$ cat src/lsci_pkg.sv
// Shared types and constants for the limited-slope centroid interpolator.
package lsci_pkg;

	localparam int VALUE_WIDTH_DEF = 32;
	localparam int OFFSET_W        = 16;
	localparam int OFFSET_FRAC     = 15;
	localparam int ACC_GUARD       = 8;
	localparam int QUEUE_DEPTH_DEF = 2;

	typedef enum logic [1:0] {
		LIM_MINMOD   = 2'd0,
		LIM_MC       = 2'd1,
		LIM_SUPERBEE = 2'd2
	} lim_mode_t;

endpackage

$ cat src/limited_slope_centroid_interp_core.sv
// Top level of the limited-slope centroid interpolator.
// A result passes front registers s1 and s2, the queue, then the back product, term and result registers.
// Throughput: one item per cycle while the output register does not stall, bounded by the accumulator loop.
// A full output register stalls the back end; the queue then lets the front run on.
// Reset (arst_n low, asynchronous): pipeline and queue empty, accumulator cleared,
// limiter mode back to minmod.
module limited_slope_centroid_interp_core #(
	parameter int VALUE_WIDTH = lsci_pkg::VALUE_WIDTH_DEF,
	parameter int QUEUE_DEPTH = lsci_pkg::QUEUE_DEPTH_DEF,
	localparam int IN_TDATA_W  = ((3*VALUE_WIDTH + lsci_pkg::OFFSET_W + 7) / 8) * 8,
	localparam int OUT_TDATA_W = ((VALUE_WIDTH + 7) / 8) * 8
) (
	input  logic                   clk,
	input  logic                   arst_n,
	input  logic                   cfg_we,
	input  logic [1:0]             cfg_wdata,
	input  logic                   s_axis_tvalid,
	output logic                   s_axis_tready,
	// center_value, left_value, right_value, centroid_offset, zero fill
	input  logic [IN_TDATA_W-1:0]  s_axis_tdata,
	// has_left, has_right
	input  logic [1:0]             s_axis_tuser,
	input  logic                   s_axis_tlast,
	output logic                   m_axis_tvalid,
	input  logic                   m_axis_tready,
	// centroid_value, zero fill
	output logic [OUT_TDATA_W-1:0] m_axis_tdata,
	// saturated
	output logic [0:0]             m_axis_tuser
);

	localparam int ENTRY_W = 2*VALUE_WIDTH + lsci_pkg::OFFSET_W + 3;

	lsci_pkg::lim_mode_t           mode_q;
	logic                          q_push, q_pop, q_full, q_not_empty;
	logic [ENTRY_W-1:0]            q_wdata, q_rdata;
	logic signed [VALUE_WIDTH-1:0] centroid_value;
	logic                          saturated;

	always_ff @(posedge clk or negedge arst_n) begin
		if (!arst_n) begin
			mode_q <= lsci_pkg::LIM_MINMOD;
		end else if (cfg_we) begin
			mode_q <= lsci_pkg::lim_mode_t'(cfg_wdata);
		end
	end

	lsci_front #(
		.VALUE_WIDTH(VALUE_WIDTH)
	) u_front (
		.clk             (clk),
		.arst_n          (arst_n),
		.mode            (mode_q),
		.in_valid        (s_axis_tvalid),
		.in_ready        (s_axis_tready),
		.center_value    (s_axis_tdata[VALUE_WIDTH-1:0]),
		.left_value      (s_axis_tdata[2*VALUE_WIDTH-1:VALUE_WIDTH]),
		.right_value     (s_axis_tdata[3*VALUE_WIDTH-1:2*VALUE_WIDTH]),
		.has_left        (s_axis_tuser[0]),
		.has_right       (s_axis_tuser[1]),
		.centroid_offset (s_axis_tdata[3*VALUE_WIDTH+lsci_pkg::OFFSET_W-1:3*VALUE_WIDTH]),
		.last_direction  (s_axis_tlast),
		.q_full          (q_full),
		.q_push          (q_push),
		.q_data          (q_wdata)
	);

	lsci_fifo #(
		.DATA_W(ENTRY_W),
		.DEPTH (QUEUE_DEPTH)
	) u_fifo (
		.clk       (clk),
		.arst_n    (arst_n),
		.push      (q_push),
		.push_data (q_wdata),
		.full      (q_full),
		.pop       (q_pop),
		.not_empty (q_not_empty),
		.pop_data  (q_rdata)
	);

	lsci_back #(
		.VALUE_WIDTH(VALUE_WIDTH)
	) u_back (
		.clk            (clk),
		.arst_n         (arst_n),
		.q_not_empty    (q_not_empty),
		.q_data         (q_rdata),
		.q_pop          (q_pop),
		.out_valid      (m_axis_tvalid),
		.out_ready      (m_axis_tready),
		.centroid_value (centroid_value),
		.saturated      (saturated)
	);

	always_comb begin
		m_axis_tdata                  = '0;
		m_axis_tdata[VALUE_WIDTH-1:0] = centroid_value;
		m_axis_tuser[0]               = saturated;
	end

endmodule

$ cat src/lsci_front.sv
// Front end: takes items, forms the one-sided differences and the limited slope.
module lsci_front #(
	parameter int VALUE_WIDTH = lsci_pkg::VALUE_WIDTH_DEF
) (
	input  logic                                      clk,
	input  logic                                      arst_n,
	input  lsci_pkg::lim_mode_t                       mode,
	input  logic                                      in_valid,
	output logic                                      in_ready,
	input  logic signed [VALUE_WIDTH-1:0]             center_value,
	input  logic signed [VALUE_WIDTH-1:0]             left_value,
	input  logic signed [VALUE_WIDTH-1:0]             right_value,
	input  logic                                      has_left,
	input  logic                                      has_right,
	input  logic signed [lsci_pkg::OFFSET_W-1:0]      centroid_offset,
	input  logic                                      last_direction,
	input  logic                                      q_full,
	output logic                                      q_push,
	output logic [2*VALUE_WIDTH+lsci_pkg::OFFSET_W+2:0] q_data
);

	localparam int D = VALUE_WIDTH + 1;
	localparam int S = VALUE_WIDTH + 2;

	logic                                 s1_v_q, s2_v_q;
	logic                                 s1_ready, s2_ready;
	logic signed [D-1:0]                  dwl_s1, dwr_s1;
	logic signed [VALUE_WIDTH-1:0]        center_s1, center_s2;
	logic signed [lsci_pkg::OFFSET_W-1:0] offset_s1, offset_s2;
	logic                                 last_s1, last_s2;
	logic signed [S-1:0]                  slope_s2;

	logic signed [D-1:0] dl_raw, dr_raw, dwl, dwr;
	logic                l_neg, l_pos, r_neg, r_pos, same;
	logic [D-1:0]        ml, mr, min_m;
	logic signed [S-1:0] c_sum;
	logic [S-1:0]        mag_c, mc_a, mc_b, mc_m, two_ml, two_mr, sb1, sb2, sb_m, mag;
	logic signed [S-1:0] slope;

	assign s2_ready = !s2_v_q || !q_full;
	assign s1_ready = !s1_v_q || s2_ready;
	assign in_ready = s1_ready;
	assign q_push   = s2_v_q && !q_full;
	assign q_data   = {last_s2, offset_s2, center_s2, slope_s2};

	always_comb begin
		dl_raw = {center_value[VALUE_WIDTH-1], center_value}
			- {left_value[VALUE_WIDTH-1], left_value};
		dr_raw = {right_value[VALUE_WIDTH-1], right_value}
			- {center_value[VALUE_WIDTH-1], center_value};
		dwl = has_left ? dl_raw : (has_right ? dr_raw : '0);
		dwr = has_right ? dr_raw : (has_left ? dl_raw : '0);
	end

	always_comb begin
		l_neg = dwl_s1[D-1];
		r_neg = dwr_s1[D-1];
		l_pos = !l_neg && (dwl_s1 != '0);
		r_pos = !r_neg && (dwr_s1 != '0);
		same  = (l_pos && r_pos) || (l_neg && r_neg);
		ml    = l_neg ? -dwl_s1 : dwl_s1;
		mr    = r_neg ? -dwr_s1 : dwr_s1;
		min_m = (ml < mr) ? ml : mr;
		// monotonized central
		c_sum = {dwl_s1[D-1], dwl_s1} + {dwr_s1[D-1], dwr_s1};
		mag_c = c_sum[S-1] ? -c_sum : c_sum;
		mc_a  = {1'b0, mag_c[S-1:1]};
		mc_b  = {min_m, 1'b0};
		mc_m  = (mc_a < mc_b) ? mc_a : mc_b;
		// superbee, signs already known equal
		two_ml = {ml, 1'b0};
		two_mr = {mr, 1'b0};
		sb1    = ({1'b0, ml} < two_mr) ? {1'b0, ml} : two_mr;
		sb2    = ({1'b0, mr} < two_ml) ? {1'b0, mr} : two_ml;
		sb_m   = (sb1 > sb2) ? sb1 : sb2;
		case (mode)
			lsci_pkg::LIM_MINMOD:   mag = {1'b0, min_m};
			lsci_pkg::LIM_MC:       mag = mc_m;
			lsci_pkg::LIM_SUPERBEE: mag = sb_m;
			default:                mag = '0;
		endcase
		if (!same) begin
			slope = '0;
		end else if (l_neg) begin
			slope = -$signed(mag);
		end else begin
			slope = $signed(mag);
		end
	end

	always_ff @(posedge clk or negedge arst_n) begin
		if (!arst_n) begin
			s1_v_q <= 1'b0;
			s2_v_q <= 1'b0;
		end else begin
			if (s1_ready) s1_v_q <= in_valid;
			if (s2_ready) s2_v_q <= s1_v_q;
		end
	end

	always_ff @(posedge clk) begin
		if (s1_ready && in_valid) begin
			dwl_s1    <= dwl;
			dwr_s1    <= dwr;
			center_s1 <= center_value;
			offset_s1 <= centroid_offset;
			last_s1   <= last_direction;
		end
		if (s2_ready && s1_v_q) begin
			slope_s2  <= slope;
			center_s2 <= center_s1;
			offset_s2 <= offset_s1;
			last_s2   <= last_s1;
		end
	end

endmodule

$ cat src/lsci_fifo.sv
// Short register queue between the front and back ends.
module lsci_fifo #(
	parameter int DATA_W = 8,
	parameter int DEPTH  = lsci_pkg::QUEUE_DEPTH_DEF
) (
	input  logic              clk,
	input  logic              arst_n,
	input  logic              push,
	input  logic [DATA_W-1:0] push_data,
	output logic              full,
	input  logic              pop,
	output logic              not_empty,
	output logic [DATA_W-1:0] pop_data
);

	localparam int PTR_W = (DEPTH > 1) ? $clog2(DEPTH) : 1;
	localparam int CNT_W = $clog2(DEPTH + 1);

	logic [DATA_W-1:0] mem_q [DEPTH];
	logic [PTR_W-1:0]  wr_ptr_q, rd_ptr_q;
	logic [CNT_W-1:0]  count_q;

	assign full      = (count_q == CNT_W'(DEPTH));
	assign not_empty = (count_q != '0);
	assign pop_data  = mem_q[rd_ptr_q];

	always_ff @(posedge clk or negedge arst_n) begin
		if (!arst_n) begin
			wr_ptr_q <= '0;
			rd_ptr_q <= '0;
			count_q  <= '0;
		end else begin
			if (push) begin
				wr_ptr_q <= (wr_ptr_q == PTR_W'(DEPTH - 1)) ? '0 : wr_ptr_q + 1'b1;
			end
			if (pop) begin
				rd_ptr_q <= (rd_ptr_q == PTR_W'(DEPTH - 1)) ? '0 : rd_ptr_q + 1'b1;
			end
			if (push && !pop) begin
				count_q <= count_q + 1'b1;
			end else if (pop && !push) begin
				count_q <= count_q - 1'b1;
			end
		end
	end

	always_ff @(posedge clk) begin
		if (push) mem_q[wr_ptr_q] <= push_data;
	end

endmodule

$ cat src/lsci_back.sv
// Back end: slope times offset, rounding, saturating accumulation and result register.
module lsci_back #(
	parameter int VALUE_WIDTH = lsci_pkg::VALUE_WIDTH_DEF
) (
	input  logic                                        clk,
	input  logic                                        arst_n,
	input  logic                                        q_not_empty,
	input  logic [2*VALUE_WIDTH+lsci_pkg::OFFSET_W+2:0] q_data,
	output logic                                        q_pop,
	output logic                                        out_valid,
	input  logic                                        out_ready,
	output logic signed [VALUE_WIDTH-1:0]               centroid_value,
	output logic                                        saturated
);

	localparam int S     = VALUE_WIDTH + 2;
	localparam int OW    = lsci_pkg::OFFSET_W;
	localparam int P_W   = S + OW;
	localparam int T_W   = P_W - lsci_pkg::OFFSET_FRAC;
	localparam int ACC_W = VALUE_WIDTH + lsci_pkg::ACC_GUARD;
	localparam int EXT_T = ACC_W + 1 - T_W;
	localparam int EXT_A = ACC_W - VALUE_WIDTH;
	localparam int HI_W  = ACC_W - VALUE_WIDTH + 1;

	logic signed [S-1:0]           q_slope;
	logic signed [VALUE_WIDTH-1:0] q_center;
	logic signed [OW-1:0]          q_offset;
	logic                          q_last;

	logic                          advance;
	logic                          b1_v_q, b2_v_q, out_v_q;
	logic signed [P_W-1:0]         prod_s1;
	logic signed [VALUE_WIDTH-1:0] center_s1, center_s2;
	logic                          last_s1, last_s2;
	logic signed [T_W-1:0]         term_s2;
	logic signed [ACC_W-1:0]       acc_q;
	logic                          in_cell_q;

	logic signed [P_W-1:0]         rounded;
	logic signed [ACC_W-1:0]       base, acc_sat;
	logic signed [ACC_W:0]         sum;
	logic signed [VALUE_WIDTH-1:0] out_clip;
	logic                          clip_hit;
	logic [HI_W-1:0]               hi_bits;

	assign {q_last, q_offset, q_center, q_slope} = q_data;
	assign advance   = !out_v_q || out_ready;
	assign q_pop     = advance && q_not_empty;
	assign out_valid = out_v_q;

	always_comb begin
		rounded = prod_s1 + (P_W'(1) <<< (lsci_pkg::OFFSET_FRAC - 1));
		base = in_cell_q ? acc_q : {{EXT_A{center_s2[VALUE_WIDTH-1]}}, center_s2};
		sum  = {base[ACC_W-1], base} + {{EXT_T{term_s2[T_W-1]}}, term_s2};
		if (sum[ACC_W] != sum[ACC_W-1]) begin
			acc_sat = sum[ACC_W] ? {1'b1, {(ACC_W-1){1'b0}}} : {1'b0, {(ACC_W-1){1'b1}}};
		end else begin
			acc_sat = sum[ACC_W-1:0];
		end
		hi_bits  = acc_sat[ACC_W-1:VALUE_WIDTH-1];
		clip_hit = (hi_bits != '0) && (hi_bits != '1);
		if (clip_hit) begin
			out_clip = acc_sat[ACC_W-1] ? {1'b1, {(VALUE_WIDTH-1){1'b0}}}
				: {1'b0, {(VALUE_WIDTH-1){1'b1}}};
		end else begin
			out_clip = acc_sat[VALUE_WIDTH-1:0];
		end
	end

	always_ff @(posedge clk or negedge arst_n) begin
		if (!arst_n) begin
			b1_v_q    <= 1'b0;
			b2_v_q    <= 1'b0;
			out_v_q   <= 1'b0;
			acc_q     <= '0;
			in_cell_q <= 1'b0;
		end else if (advance) begin
			b1_v_q  <= q_not_empty;
			b2_v_q  <= b1_v_q;
			out_v_q <= b2_v_q && last_s2;
			if (b2_v_q) begin
				if (last_s2) begin
					acc_q     <= '0;
					in_cell_q <= 1'b0;
				end else begin
					acc_q     <= acc_sat;
					in_cell_q <= 1'b1;
				end
			end
		end
	end

	always_ff @(posedge clk) begin
		if (advance) begin
			if (q_not_empty) begin
				prod_s1   <= q_slope * q_offset;
				center_s1 <= q_center;
				last_s1   <= q_last;
			end
			if (b1_v_q) begin
				term_s2   <= rounded[P_W-1:lsci_pkg::OFFSET_FRAC];
				center_s2 <= center_s1;
				last_s2   <= last_s1;
			end
			if (b2_v_q && last_s2) begin
				centroid_value <= out_clip;
				saturated      <= clip_hit;
			end
		end
	end

endmodule
$ cat config.mk
export PLATFORM = sky130hd
export DESIGN_NAME = limited_slope_centroid_interp_core
export DESIGN_NICKNAME = d
export VERILOG_FILES = /design/src/lsci_pkg.sv /design/src/limited_slope_centroid_interp_core.sv /design/src/lsci_front.sv /design/src/lsci_fifo.sv /design/src/lsci_back.sv
export SDC_FILE = /design/constraint.sdc
export NUM_CORES = 2
export LEC_CHECK = 0
export ABC_AREA = 1
export BUFFER_PORTS_ARGS = -buffer_cell sky130_fd_sc_hd__buf_4
export CORE_ASPECT_RATIO = 0.75
export CORE_UTILIZATION = 50
export CTS_BUF_LIST = sky130_fd_sc_hd__clkbuf_4
export CTS_CLUSTER_SIZE = 20
export DETAILED_ROUTE_END_ITERATION = 10
export PLACE_DENSITY = 0.67
export SLEW_MARGIN = 10
export SYNTH_ARGS = -nofsm -noshare
export SYNTH_HDL_FRONTEND = slang
export SYNTH_SLANG_ARGS = --single-unit
$ cat constraint.sdc
create_clock -name clk -period 7.75 [get_ports clk]
set_input_delay 0 -clock clk [delete_from_list [all_inputs] [get_ports clk]]
set_output_delay 0 -clock clk [all_outputs]
set_load 0.03 [all_outputs]
==> results_dict.tcl <==
set metrics [dict create \
    grt_pass1_vias 49870 \
    cap_violations 0 \
    fin_area_um2 68590 \
    final_antenna_net_count 0 \
    dpl_cell_area_um2 63490 \
    area_growth_pct 19.36 \
    cts_root_buffer "clkbuf_4" \
    path_clk_slew_ns 0.07 \
    die-area_um2 116300 \
    muxShareOfSynthArea_pct 0.03483 \
    final_cell_mix "nand2_1 (1584), inv_1 (1195), buf_4 (608)" \
    viasPerCell 5.420 \
    drt_iter0_drc 4738 \
    dr.pass1.iters 6 \
    cp.arrival_ns 8.23 \
    synth-compound-area-share_pct 9.425 \
    pin_count 157 \
    fin_crit_ns 7.448 \
    synth_simple_gate_area_share_pct 21.31 \
    synth_nets 8010 \
    layout_commonest_cell "nand2_1" \
    start_util_pct 50.50 \
    die_w_um 393.5 \
    status "finished, final reports clean" \
    synth_top_cell_by_area "edfxtp_1" \
    synthTopCellsByArea "edfxtp_1 (28%), fa_1 (18%), nand2_1 (10%)" \
    crit_required_ns 8.54 \
    cts_inserted_buffers 146 \
    h-tree-depth 4 \
    wl_per_cell_um 20.30 \
    gp_congestion 1.001 \
    fin_nets 8875 \
    netlist_area_um2 57470 \
    clock_path_buffers 3 \
    synth_top_area_share_pct 27.90 \
    finClkSkew_ns 0.08234 \
    overflow 0 \
    min-delay-path-class "in2reg" \
    synth_warnings 0 \
    ys_seq_elements 586 \
    post-route-period-util_pct 96.11 \
    crit_fanout 42 \
    hold_viol 0 \
    yosysSeqAreaShare_pct 30.17 \
    cts_sinks 586 \
    worst_slew_pin_slew_ns 1.134 \
    clk_latency_ns 1.09 \
    io_buffers 156 \
    grt_use_total_pct 33.05 \
    ys_types 65 \
    synth_top_family_by_area "adder cells" \
    ys.flop_type "edfxtp_1" \
    core-area_um2 113800 \
    start_kind "register" \
    syn_avg_cell_area_um2 8.247 \
    vias 51340 \
    drcViolationCount 0 \
    netlist_instances 6969 \
    cts_tree "done" \
    fin_util_pct 60.28 \
    die_y_um 295.6 \
    grt_max_degree 74 \
    fmaxAchievable_mhz 134.3 \
    synth_edf_count 534 \
    rsz0062_at_grt "true" \
    synth-async-reset-ratio_pct 8.874 \
    synthAdderAreaFrac_pct 26.76 \
    maxSlewHeadroom_pct 24.29 \
    synth_xor_area_share_pct 2.728 \
    rows 107 \
    worst_setup_path_end_kind "register" \
    place.detailed.hpwl_um 152600 \
    grt_first_pass_wirelength_um 293800 \
    rrSetupSlack_ns 0.30 \
    wl_um 192200 \
    setup_viol 0 \
    slew_violations 0 \
    antenna_found_initial 8 \
    path_class "reg2reg" \
    drive_above_1_share_pct 14.60 \
]
[synthesized netlist by cell type (39+ instances only)]
master and number:
edfxtp_1 534, nand2_1 1590, clkbuf_1 123, a21oi_1 367
ha_1 402, nor3_1 50, o22ai_1 39, nand4_1 104
inv_1 1199, xor2_1 130, or2_2 71, nor2_1 616
fa_1 517, o21ai_1 66, nand3_1 284, o21ai_0 348
xnor2_1 49, dfrtp_1 52
[layout make-up]
class | count | area [µm²]
timing repair buffer | 894 | 7634
antenna | 6 | 15.01
inverter | 1256 | 4728
tap | 1526 | 1909
multi-input combinational | 4950 | 34980
clock inverter | 37 | 357.8
clock buffer | 217 | 1629
fill | 10130 | 45200
sequential | 586 | 17340
[worst max-delay path: stages (launching register included)]
cell and delay (ns):
dfrtp_2 0.45, buf_12 0.16, buf_4 0.17, buf_6 0.37, mux2i_1 0.14, buf_4 0.23
nor2_1 0.44, fa_1 0.59, fa_1 0.57, buf_4 0.21, inv_1 0.12, fa_1 0.58
inv_1 0.06, fa_1 0.40, fa_1 0.51, fa_1 0.49, ha_1 0.38, a21o_1 0.19
a21boi_0 0.27, nor4_1 0.08, a2111oi_0 0.49, o21ai_2 0.12, xor2_1 0.17
[logic make-up after synthesis]
family,Yosys count
buffers and inverters,1433
flip-flops,586
multiplexers,2
other,2
AND/OR/NAND/NOR,2867
adder cells (fa/ha/maj),919
AO/OA/AOI/OAI,981
XOR/XNOR,179
[stage by stage]
step	hold slack, ns	TNS [ns]	setup WS, ns	instances
floorplan	-0.2956	0	0.2718	6969
global placement	0.1544	-0.02421	-0.02421	8932
detailed placement	0.1608	-0.1640	-0.08637	8932
CTS	0.007396	0	0.005041	9451
global route	0.1044	-0.1577	-0.04337	9472
finish	0.09271	0	0.3016	9472
[registers in the layout, summed over array words and instances, names as in the netlist, 16 cells and up]
name,count
u_back.acc_q,40
u_back.center_s1,32
u_back.center_s2,32
u_back.centroid_value,32
u_back.prod_s1,36
u_back.term_s2,35
u_fifo.mem_q,166
u_front.center_s1,32
u_front.center_s2,32
u_front.dwl_s1,33
u_front.dwr_s1,33
u_front.offset_s1,16
u_front.offset_s2,16
u_front.slope_s2,34
[what timing repair did]
item	in CTS	in global routing
cloned	0	1
endpoints found under the hold margin	300	0
setup endpoints to repair	3	48
pin swaps	0	23
resized for setup	4	92
hold buffers	265	0
setup buffers	0	14
[path summary, 6_finish.rpt]
kind,cells past startpoint,from,to
max,22,u_fifo.rd_ptr_q,u_back.prod_s1[48]
min,10,s_axis_tdata[80],u_front.dwr_s1[19]
max reg2reg,22,u_fifo.rd_ptr_q,u_back.prod_s1[48]
min reg2reg,0,u_back.center_s1[9],u_back.center_s2[9]
max in group asynchronous,5,arst_n,u_fifo.rd_ptr_q
min in group asynchronous,5,arst_n,u_back.acc_q[5]
[metal layers]
metal | global-route usage [%] | vias to the layer above | wire length, µm
met1 | 47.68 | 24560 | 86050
met3 | 6.465 | 344 | 17200
met4 | 10.84 | 6 | 6633
met2 | 49.91 | 2225 | 82310
met5 | 0 | - | 43
li1 | - | 24200 | -
Power is left out: the tool's default activity adds up to more than one toggle a clock period on the data nets, which glitch-free logic cannot reach.
